==> src/rtl/swm_pkg.sv <==
// Package with the shared constants and types of the sliding window median block.
package swm_pkg;

  localparam int SAMPLE_W   = 32;
  localparam int DOUT_W     = 33;
  localparam int OUT_TD_W   = 40;
  localparam int CFG_W      = 5;
  localparam int WINDOW_DEF = 16;
  localparam int LEN_RESET  = 16;

  // Control broadcast to every cell of the sorted row.
  typedef struct packed {
    logic                       upd;
    logic                       clr;
    logic                       rm_en;
    logic signed [SAMPLE_W-1:0] sample;
  } swm_ctrl_t;

  // Compacted view of one cell, handed to its right-hand neighbor.
  typedef struct packed {
    logic signed [SAMPLE_W-1:0] data;
    logic                       vld;
    logic                       le;
  } swm_link_t;

endpackage

==> src/rtl/sliding_window_median_top.sv <==
// Top level of the sliding window median filter with its stream and configuration ports.
// The filter keeps the last window_length signed samples in a row of cells sorted in
// ascending order, each cell tagged with the sample's age. Once the window is full,
// every accepted sample evicts the cell whose age marks it as the oldest, is inserted
// at its sorted place, and the filter returns twice the median of the window; samples
// that only fill the window produce no result. The whole row updates in the clock edge
// that accepts a sample, so one sample per clock is taken as long as results are being
// taken; a result reaches out_tvalid at the clock edge right after the one that accepted
// its sample (the accepting edge updates the row, the next edge selects and adds the
// median into the output register), later only while a stalled result still holds the
// output register. Writing window_length empties the window, and the next window_length
// samples refill it. No clearing pass follows reset: the cells come up empty at once.
module sliding_window_median_top #(
  parameter int WINDOW = swm_pkg::WINDOW_DEF
) (
  input  logic                             clk,
  input  logic                             rst_n,
  // Input stream, tdata[31:0] = sample.
  input  logic                             in_tvalid,
  output logic                             in_tready,
  input  logic [swm_pkg::SAMPLE_W-1:0]     in_tdata,
  // Result stream, tdata[32:0] = doubled_median, tdata[39:33] = zero.
  output logic                             out_tvalid,
  input  logic                             out_tready,
  output logic [swm_pkg::OUT_TD_W-1:0]     out_tdata,
  // Configuration write, data[4:0] = window_length.
  input  logic                             cfg_valid,
  output logic                             cfg_ready,
  input  logic [swm_pkg::CFG_W-1:0]        cfg_data
);
  import swm_pkg::*;

  localparam int LEN_W   = $clog2(WINDOW + 1);
  localparam int AGE_W   = (WINDOW > 1) ? $clog2(WINDOW) : 1;
  localparam int CMP_W   = (LEN_W > CFG_W) ? LEN_W : CFG_W;
  localparam int LEN_RST = (LEN_RESET < WINDOW) ? LEN_RESET : WINDOW;

  // Effective window length, already clamped into one to WINDOW.
  logic [LEN_W-1:0]      eff_len_r, eff_len_nxt;
  logic [LEN_W-1:0]      fill_cnt_r, fill_cnt_nxt;
  logic                  pend_r, pend_nxt;
  logic                  out_vld_r, out_vld_nxt;
  logic [DOUT_W-1:0]     median_r, median_nxt;

  logic                  in_acc;
  logic                  cfg_acc;
  logic                  full;
  logic                  out_load;
  logic [CMP_W-1:0]      cfg_wide;
  logic [LEN_W-1:0]      len_m1;
  logic [LEN_W-1:0]      half;
  logic [AGE_W-1:0]      half_idx;
  logic [AGE_W-1:0]      half_m1_idx;
  swm_ctrl_t             ctrl;

  swm_link_t                  lnk      [WINDOW+1];
  logic [AGE_W-1:0]           lnk_age  [WINDOW+1];
  logic                       rm_chain [WINDOW+1];
  logic signed [SAMPLE_W-1:0] cell_data [WINDOW+1];
  logic [AGE_W-1:0]           cell_age  [WINDOW+1];
  logic                       cell_vld  [WINDOW+1];

  assign cfg_ready = 1'b1;
  assign cfg_acc   = cfg_valid && cfg_ready;
  assign in_acc    = in_tvalid && in_tready;
  assign full      = (fill_cnt_r == eff_len_r);

  // The result stage frees up when the output register is empty or is being taken.
  assign out_load  = pend_r && (!out_vld_r || out_tready);
  assign in_tready = !pend_r || out_load;

  assign len_m1 = eff_len_r - LEN_W'(1);

  always_comb begin
    ctrl.upd    = in_acc;
    ctrl.clr    = cfg_acc;
    ctrl.rm_en  = full;
    ctrl.sample = signed'(in_tdata);
  end

  // Cell zero always takes the new sample when nothing smaller or equal precedes it.
  assign lnk[0].data = '0;
  assign lnk[0].vld  = 1'b1;
  assign lnk[0].le   = 1'b1;
  assign lnk_age[0]  = '0;
  assign rm_chain[0] = 1'b0;

  // Past the last cell nothing is held.
  assign cell_data[WINDOW] = '0;
  assign cell_age[WINDOW]  = '0;
  assign cell_vld[WINDOW]  = 1'b0;

  for (genvar i = 0; i < WINDOW; i++) begin : g_cell
    swm_cell #(
      .AGE_W (AGE_W)
    ) u_cell (
      .clk         (clk),
      .rst_n       (rst_n),
      .ctrl        (ctrl),
      .age_lim     (len_m1[AGE_W-1:0]),
      .left_lnk    (lnk[i]),
      .left_age    (lnk_age[i]),
      .right_data  (cell_data[i+1]),
      .right_age   (cell_age[i+1]),
      .right_vld   (cell_vld[i+1]),
      .rm_seen_in  (rm_chain[i]),
      .rm_seen_out (rm_chain[i+1]),
      .own_lnk     (lnk[i+1]),
      .own_age     (lnk_age[i+1]),
      .data_o      (cell_data[i]),
      .age_o       (cell_age[i]),
      .vld_o       (cell_vld[i])
    );
  end

  // The median sits at fixed places of the sorted row once the window is full.
  assign half        = eff_len_r >> 1;
  assign half_idx    = half[AGE_W-1:0];
  assign half_m1_idx = half_idx - AGE_W'(1);

  always_comb begin
    if (eff_len_r[0]) begin
      median_nxt = {cell_data[half_idx], 1'b0};
    end else begin
      median_nxt = {cell_data[half_m1_idx][SAMPLE_W-1], cell_data[half_m1_idx]}
                 + {cell_data[half_idx][SAMPLE_W-1], cell_data[half_idx]};
    end
  end

  always_comb begin
    cfg_wide    = CMP_W'(cfg_data);
    eff_len_nxt = eff_len_r;
    if (cfg_acc) begin
      if (cfg_wide == '0) begin
        eff_len_nxt = LEN_W'(1);
      end else if (cfg_wide > CMP_W'(WINDOW)) begin
        eff_len_nxt = LEN_W'(WINDOW);
      end else begin
        eff_len_nxt = cfg_wide[LEN_W-1:0];
      end
    end
  end

  always_comb begin
    fill_cnt_nxt = fill_cnt_r;
    if (cfg_acc) begin
      fill_cnt_nxt = '0;
    end else if (in_acc && !full) begin
      fill_cnt_nxt = fill_cnt_r + LEN_W'(1);
    end
  end

  // A transaction on a full window leaves a median to be picked up from the row.
  always_comb begin
    pend_nxt = pend_r;
    if (in_acc) begin
      pend_nxt = full;
    end else if (out_load) begin
      pend_nxt = 1'b0;
    end
  end

  always_comb begin
    out_vld_nxt = out_vld_r;
    if (out_load) begin
      out_vld_nxt = 1'b1;
    end else if (out_tready) begin
      out_vld_nxt = 1'b0;
    end
  end

  always_ff @(posedge clk) begin
    if (!rst_n) begin
      eff_len_r  <= LEN_W'(LEN_RST);
      fill_cnt_r <= '0;
      pend_r     <= 1'b0;
      out_vld_r  <= 1'b0;
    end else begin
      eff_len_r  <= eff_len_nxt;
      fill_cnt_r <= fill_cnt_nxt;
      pend_r     <= pend_nxt;
      out_vld_r  <= out_vld_nxt;
    end
  end

  always_ff @(posedge clk) begin
    if (out_load) begin
      median_r <= median_nxt;
    end
  end

  assign out_tvalid = out_vld_r;
  assign out_tdata  = {{(OUT_TD_W - DOUT_W){1'b0}}, median_r};

endmodule

==> src/rtl/swm_cell.sv <==
// One cell of the sorted row: holds a sample, its age and a valid bit.
module swm_cell #(
  parameter int AGE_W = 4
) (
  input  logic                               clk,
  input  logic                               rst_n,
  input  swm_pkg::swm_ctrl_t                 ctrl,
  input  logic [AGE_W-1:0]                   age_lim,
  input  swm_pkg::swm_link_t                 left_lnk,
  input  logic [AGE_W-1:0]                   left_age,
  input  logic signed [swm_pkg::SAMPLE_W-1:0] right_data,
  input  logic [AGE_W-1:0]                   right_age,
  input  logic                               right_vld,
  input  logic                               rm_seen_in,
  output logic                               rm_seen_out,
  output swm_pkg::swm_link_t                 own_lnk,
  output logic [AGE_W-1:0]                   own_age,
  output logic signed [swm_pkg::SAMPLE_W-1:0] data_o,
  output logic [AGE_W-1:0]                   age_o,
  output logic                               vld_o
);
  import swm_pkg::*;

  logic signed [SAMPLE_W-1:0] data_r, data_nxt;
  logic [AGE_W-1:0]           age_r, age_nxt;
  logic                       vld_r, vld_nxt;
  logic                       rm;
  logic                       shifted;

  // This cell drops its sample when it holds the oldest one of a full window.
  assign rm          = ctrl.rm_en && vld_r && (age_r == age_lim);
  assign shifted     = rm_seen_in | rm;
  assign rm_seen_out = shifted;

  // Row with the evicted sample squeezed out, as seen at this position.
  always_comb begin
    own_lnk.data = shifted ? right_data : data_r;
    own_lnk.vld  = shifted ? right_vld  : vld_r;
    own_age      = shifted ? right_age  : age_r;
    own_lnk.le   = own_lnk.vld && (own_lnk.data <= ctrl.sample);
  end

  always_comb begin
    data_nxt = data_r;
    age_nxt  = age_r;
    vld_nxt  = vld_r;
    if (ctrl.clr) begin
      vld_nxt = 1'b0;
    end else if (ctrl.upd) begin
      vld_nxt = left_lnk.vld;
      if (own_lnk.le) begin
        data_nxt = own_lnk.data;
        age_nxt  = own_age + AGE_W'(1);
      end else if (left_lnk.le) begin
        data_nxt = ctrl.sample;
        age_nxt  = '0;
      end else begin
        data_nxt = left_lnk.data;
        age_nxt  = left_age + AGE_W'(1);
      end
    end
  end

  always_ff @(posedge clk) begin
    if (!rst_n) begin
      vld_r <= 1'b0;
    end else begin
      vld_r <= vld_nxt;
    end
  end

  always_ff @(posedge clk) begin
    data_r <= data_nxt;
    age_r  <= age_nxt;
  end

  assign data_o = data_r;
  assign age_o  = age_r;
  assign vld_o  = vld_r;

endmodule

==> config.mk <==
export PLATFORM = sky130hd
export DESIGN_NAME = sliding_window_median_top
export DESIGN_NICKNAME = d
export VERILOG_FILES = /design/src/rtl/swm_pkg.sv /design/src/rtl/sliding_window_median_top.sv /design/src/rtl/swm_cell.sv
export SDC_FILE = /design/constraint.sdc
export NUM_CORES = 2
export LEC_CHECK = 0
export BUFFER_PORTS_ARGS = -buffer_cell sky130_fd_sc_hd__buf_2
export CAP_MARGIN = 20
export CORE_UTILIZATION = 40
export DETAILED_ROUTE_END_ITERATION = 8
export GPL_TIMING_DRIVEN = 0
export PLACE_DENSITY_LB_ADDON = 0.1
export SLEW_MARGIN = 20
export SYNTH_ARGS = -nofsm -noshare
export SYNTH_HDL_FRONTEND = slang
export SYNTH_SLANG_ARGS = --single-unit
==> constraint.sdc <==
create_clock -name clk -period 29 [get_ports clk]
set_input_delay 2.9 -clock clk [delete_from_list [all_inputs] [get_ports clk]]
set_output_delay 2.9 -clock clk [all_outputs]
set_load 0.01 [all_outputs]
# Word-level counts from Yosys, hierarchy flattened
# Cells that the tools add are included.
op_classes:
  n_mux: 122
  addsub: 20
  magnitude_cmp: 19
  n_eq_ne: 17
  n_bitwise: 19
  reduce_logical: 61
op_table:
  columns: ["cell", "count"]
  rows:
  - ["32-bit two-way mux", 51]
  - ["32-bit less-or-equal comparator", 16]
  - ["32-bit binary-select mux with 5-bit select", 2]
  - ["4-bit two-way mux", 46]
  - ["4-bit by 1-bit adder with 4-bit output (second input constant)", 16]
  - ["4-bit == test", 16]
  - ["1-bit logical AND", 51]
  - ["32-bit by 32-bit adder with 33-bit output", 1]
  - ["33-bit two-way mux", 1]
  - ["1-bit two-way mux", 20]
  - ["1-bit OR", 15]
  - ["5-bit by 6-bit greater-or-equal comparator with 1-bit output (second input constant)", 2]
  - ["5-bit two-way mux", 2]
  - ["4-bit inverter with 5-bit output", 2]
  - ["4-bit by 1-bit subtractor with 4-bit output (second input constant)", 2]
  - ["5-bit by 1-bit adder with 5-bit output (second input constant)", 1]
  - ["5-bit == test", 1]
  - ["5-bit greater-than comparator (second input constant)", 1]
  - ["5-bit logical NOT", 1]
  - ["2-bit nonzero test", 2]
  - ["1-bit logical NOT", 3]
  - ["1-bit logical OR", 2]
  - ["1-bit inverter", 2]
  - ["2-bit AND reduction", 1]
  - ["2-bit OR reduction", 1]
word_totals:
  output_inout_bits: 43
  input_bits: 42
  ff_bits: 637

# Longest topological paths before layout
depth:
  word_depth: 22
  depth_mapped: 31
  ltp_nobuf: 20

# Cells and area by module
# Synthesis repeated with hierarchy kept, for this count alone.
unflattened:
  cells_unflattened: 5761
  hier_area_um2: 67808.8
by_module_without_submodules:
  columns: ["module", "n_inst", "cells_each", "area_each_um2"]
  rows:
  - ["swm_cell (g_cell[1].u_cell ...)", 8, 300, 3505.9]
  - ["swm_cell (g_cell[0].u_cell ...)", 7, 298, 3518.4]
  - ["sliding_window_median_top", 1, 979, 11648.7]
  - ["swm_cell (g_cell[9].u_cell)", 1, 296, 3484.6]

# Worst setup path after synthesis
# No wires, ideal clock.
synth_path:
  path_type: "input port to flip-flop"
  from: "input port out_tready"
  to: "register g_cell[0].u_cell.age_r[0] (enable)"
  setup_slack_ns: 0.190
  t_arrival_ns: 27.279
  path_buffers: 1
  path_stages: 5
  path_cell_list: "nor2b_1 -> nand2_1 -> nand2_1 -> clkbuf_1 -> nor2_1"
synth_between:
  elab_chain_len: 5
synth_rtl:
  columns: ["element", "line", "rtl"]
  rows:
  - ["start: declaration", "sliding_window_median_top.sv:24", "input logic out_tready,"]
  - ["1-bit logical OR", "sliding_window_median_top.sv:69", "assign out_load = pend_r && (!out_vld_r || out_tready);"]
  - ["1-bit logical AND", "sliding_window_median_top.sv:69", null]
  - ["1-bit logical OR", "sliding_window_median_top.sv:70", "assign in_tready = !pend_r || out_load;"]
  - ["via in_tready", "sliding_window_median_top.sv:20", "output logic in_tready,"]
  - ["1-bit logical AND", "sliding_window_median_top.sv:65", "assign in_acc = in_tvalid && in_tready;"]
  - ["2-bit AND reduction (no source line)", null, null]
  - ["end signal: assignment", "swm_cell.sv:74", "age_r <= age_nxt;"]
  - ["end: declaration", "swm_cell.sv:25", "logic [AGE_W-1:0] age_r, age_nxt;"]
# The timed path passes the listed nets, and every way through them passes these cells.
# A chain may end at the register's enable or synchronous reset.

# Worst setup path after layout
layout_path:
  from: "register eff_len_r[1]"
  to: "register g_cell[1].u_cell.data_r[12] (data pin)"
layout_between:
  elab_chain_len: 8
  word_cells_on_any_way: 19
  classes_between: "1 x add/sub; 2 x order compare; 3 x eq/ne; 6 x mux; 1 x bitwise; 6 x reduce/logical"
layout_rtl:
  columns: ["element", "line", "rtl"]
  rows:
  - ["start: declaration", "sliding_window_median_top.sv:39", "logic [LEN_W-1:0] eff_len_r, eff_len_nxt;"]
  - ["start signal: assignment", "sliding_window_median_top.sv:174", "eff_len_r <= LEN_W'(LEN_RST);"]
  - ["start signal: assignment", "sliding_window_median_top.sv:179", "eff_len_r <= eff_len_nxt;"]
  - ["4-bit by 1-bit subtractor with 4-bit output or 5-bit == test (tied branches)", "sliding_window_median_top.sv:72, sliding_window_median_top.sv:66", null]
  - ["4-bit == test or 1-bit logical AND (tied branches)", "swm_cell.sv:31", "assign rm = ctrl.rm_en && vld_r && (age_r == age_lim);"]
  - ["1-bit logical AND", "swm_cell.sv:31", null]
  - ["32-bit two-way mux or 1-bit OR (tied branches)", "swm_cell.sv:37, swm_cell.sv:32", null]
  - ["32-bit less-or-equal comparator or 32-bit two-way mux (tied branches)", "swm_cell.sv:40, swm_cell.sv:37", null]
  - ["1-bit logical AND or 32-bit less-or-equal comparator (tied branches)", "swm_cell.sv:40", "own_lnk.le = own_lnk.vld && (own_lnk.data <= ctrl.sample);"]
  - ["32-bit two-way mux or 1-bit logical AND (tied branches)", "swm_cell.sv:54, swm_cell.sv:40", null]
  - ["32-bit two-way mux *", "swm_cell.sv:51", "if (own_lnk.le) begin"]
  - ["end signal: assignment", "swm_cell.sv:73", "data_r <= data_nxt;"]
  - ["end: declaration", "swm_cell.sv:24", "logic signed [SAMPLE_W-1:0] data_r, data_nxt;"]
# Every way passes the cells marked *; elsewhere a longest branch is shown, timed or not.

==> results.yml <==
pwr:
  power_density_nw_per_um2: 43.8
  max-vdd-ir-drop_mv: 0.0541
  p_leak_nw: 25.7
  total_power_mw: 2.96
logic_synthesis:
  synth_ff_type: "edfxtp_1"
  seq_area_frac_synth: 0.309
  yosysWarnings: 0
  synth-async-reset-ratio: 0
  ys_ff_latch: 637
  avgSynthCellArea_um2: 10.7
  synth-edff-count: 609
  syn_inst: 5713
  synth_area_um2: 61000
  yosysUniqueCellTypes: 95
sta:
  setup_tns_ns: 0
  fin_crit_sh: 0.401
  timing.fmax_ghz: 0.0859
  worst_pin_slew_ns: 1.31
  finalMaxSlewViolations: 0
  relSlewSlack: 0.128
  setup_viol: 0
  hold_viol: 0
  timing.hold.ws_ns: 0.497
  fin_crit_ns: 11.64
  finalWorstSetupSlack_ns: 17.36
  rsz0062_at_grt: "false"
  skew_ns: 0.0225
critical_path:
  crit_family: "buffers and inverters"
  crit_arrival_ns: 12.05
  worst-setup-path-type: "flop to flop"
  max_stage_delay_ns: 0.84
  crit_fanout: 10
  slowest_stage: "nor4_2"
  cp-end-kind: "flop"
  cp_common_cell: "buf_2"
  cp_data_required_time_ns: 29.42
  crit_buf_inv: 11
  cp-start-kind: "flop"
layout:
  final_cells: 8008
  fill_cells: 14600
  final_cell_mix: "edfxtp_1, ha_1, nand2_1, mux2_2, mux2i_1"
  drive_above_1_share: 0.220
  stdcell_area_um2: 67600
  syn2layout_area_growth_pct: 10.9
  seqCellArea_um2: 18800
  multiInputGateArea_um2: 40000
  layout_commonest_cell: "edfxtp_1"
  fin_util: 0.449
  nets: 6528
clocking:
  numCtsBuffers: 88
  numClockSinks: 637
  htreeDepth: 3
  clkTransAtPathRegs_ns: 0.06
  postCtsSetupRepairBufs: 0
  post_cts_resized: 0
  cts_hold_buf: 0
  cts_tree: "built"
  clkLatencyLatePin_ns: 0.72
  clockBufferDepth: 3
  root_buffer: "clkbuf_16"
floorplan:
  core_um2: 150000
  die_area_um2: 154000
  die_h_um: 392
  start_util: 0.405
  io_pins: 85
  num_rows: 142
  die_w_um: 392
global_route:
  first_global_vias: 49700
  grt_antenna_before_repair: 5
  grt_usage: 0.356
  overflow: 0
  grt_pass1_wl_um: 384000
  grt_max_degree: 26
place:
  gp_congestion: 0.997
  dpl.hpwl_um: 231000
  io_buffers: 75
  pre_cts_ws_ns: 17.58
  dp.cells: 7846
  dpl_cell_area_um2: 64700
run_status:
  outcome: "complete, no violations"
detailed_routing:
  drtIter0Drc: 6021
  routedWlPerCell_um: 34.5
  vias: 51700
  drc_errors: 0
  postRouteAntennaNets: 0
  drt_wl_total_um: 276000
  first_pass_iters: 5
  via_per_inst: 6.45
hold_path:
  min-delay-path-class: "flop to flop"
run:
  maxCapViolCount: 0
-- synthesized netlist by cell type (all sizes together) (96+ instances only) --
| cell | n | share of area |
|---|---|---|
| a211oi | 102 | 0.013 |
| mux2 | 477 | 0.088 |
| edfxtp | 609 | 0.30 |
| clkbuf | 187 | 0.012 |
| ha | 564 | 0.12 |
| buf | 218 | 0.020 |
| nand2 | 500 | 0.031 |
| mux2i | 477 | 0.078 |
| o21ai | 395 | 0.032 |
| a21o | 96 | 0.012 |
| nor2 | 346 | 0.022 |
| nor3 | 100 | 0.0083 |
| a21oi | 356 | 0.029 |
| nand4 | 109 | 0.011 |
| mux4 | 320 | 0.12 |
-- cell type report --
cell class	instances	share of cell area
plain buffers	405	0.0297
repair buffers	112	0.0165
diodes	2	0.0000740
flip-flops and latches	637	0.279
multi-input cells	4586	0.591
inverters	91	0.00505
well taps	2016	0.0373
clock inverters	53	0.00655
clock buffers	106	0.0348
-- cell families after synthesis --
| group | count (synthesis) | synth area share |
|---|---|---|
| simple gates | 1414 | 0.109 |
| mux | 1274 | 0.285 |
| compound gates | 1193 | 0.119 |
| flops | 637 | 0.309 |
| fa+ha+maj | 565 | 0.116 |
| buf+inv | 496 | 0.0376 |
| xor+xnor | 132 | 0.0242 |
| other cells | 2 | 0.000123 |
-- routing by layer --
metal	routed length [um]	global-route usage	vias to the layer above
li1	-	-	22700
met1	120000	0.493	26000
met2	118000	0.528	2514
met3	23800	0.0749	442
met4	14800	0.164	2
met5	11	0	-
-- registers in the layout (all words and copies together), names as in the netlist --
register / cells
eff_len_r: 5
g_cell.u_cell.age_o: 64
g_cell.u_cell.data_o: 512
pend_r: 1
g_cell.u_cell.vld_o: 16
median_r: 33
fill_cnt_r: 5
out_tvalid: 1
-- report_power, final --
part / switching (mW) / internal, mW
sequential: 0.0390 / 1.06
clock: 0.493 / 0.637
combinational: 0.460 / 0.274
-- path summary, 6_finish.rpt --
kind	depth (start not counted)	endpoint	slack [ns]	startpoint
max	26	g_cell[1].u_cell.data_o[12]$_DFFE_PP_	17.36	eff_len_r[1]$_SDFFE_PN0P_
min	1	out_tvalid$_SDFFE_PN0P_	0.50	pend_r$_SDFFE_PN0P_
max reg2reg	26	g_cell[1].u_cell.data_o[12]$_DFFE_PP_	17.36	eff_len_r[1]$_SDFFE_PN0P_
min reg2reg	1	out_tvalid$_SDFFE_PN0P_	0.50	pend_r$_SDFFE_PN0P_
Power figures use the tool's default switching activity.
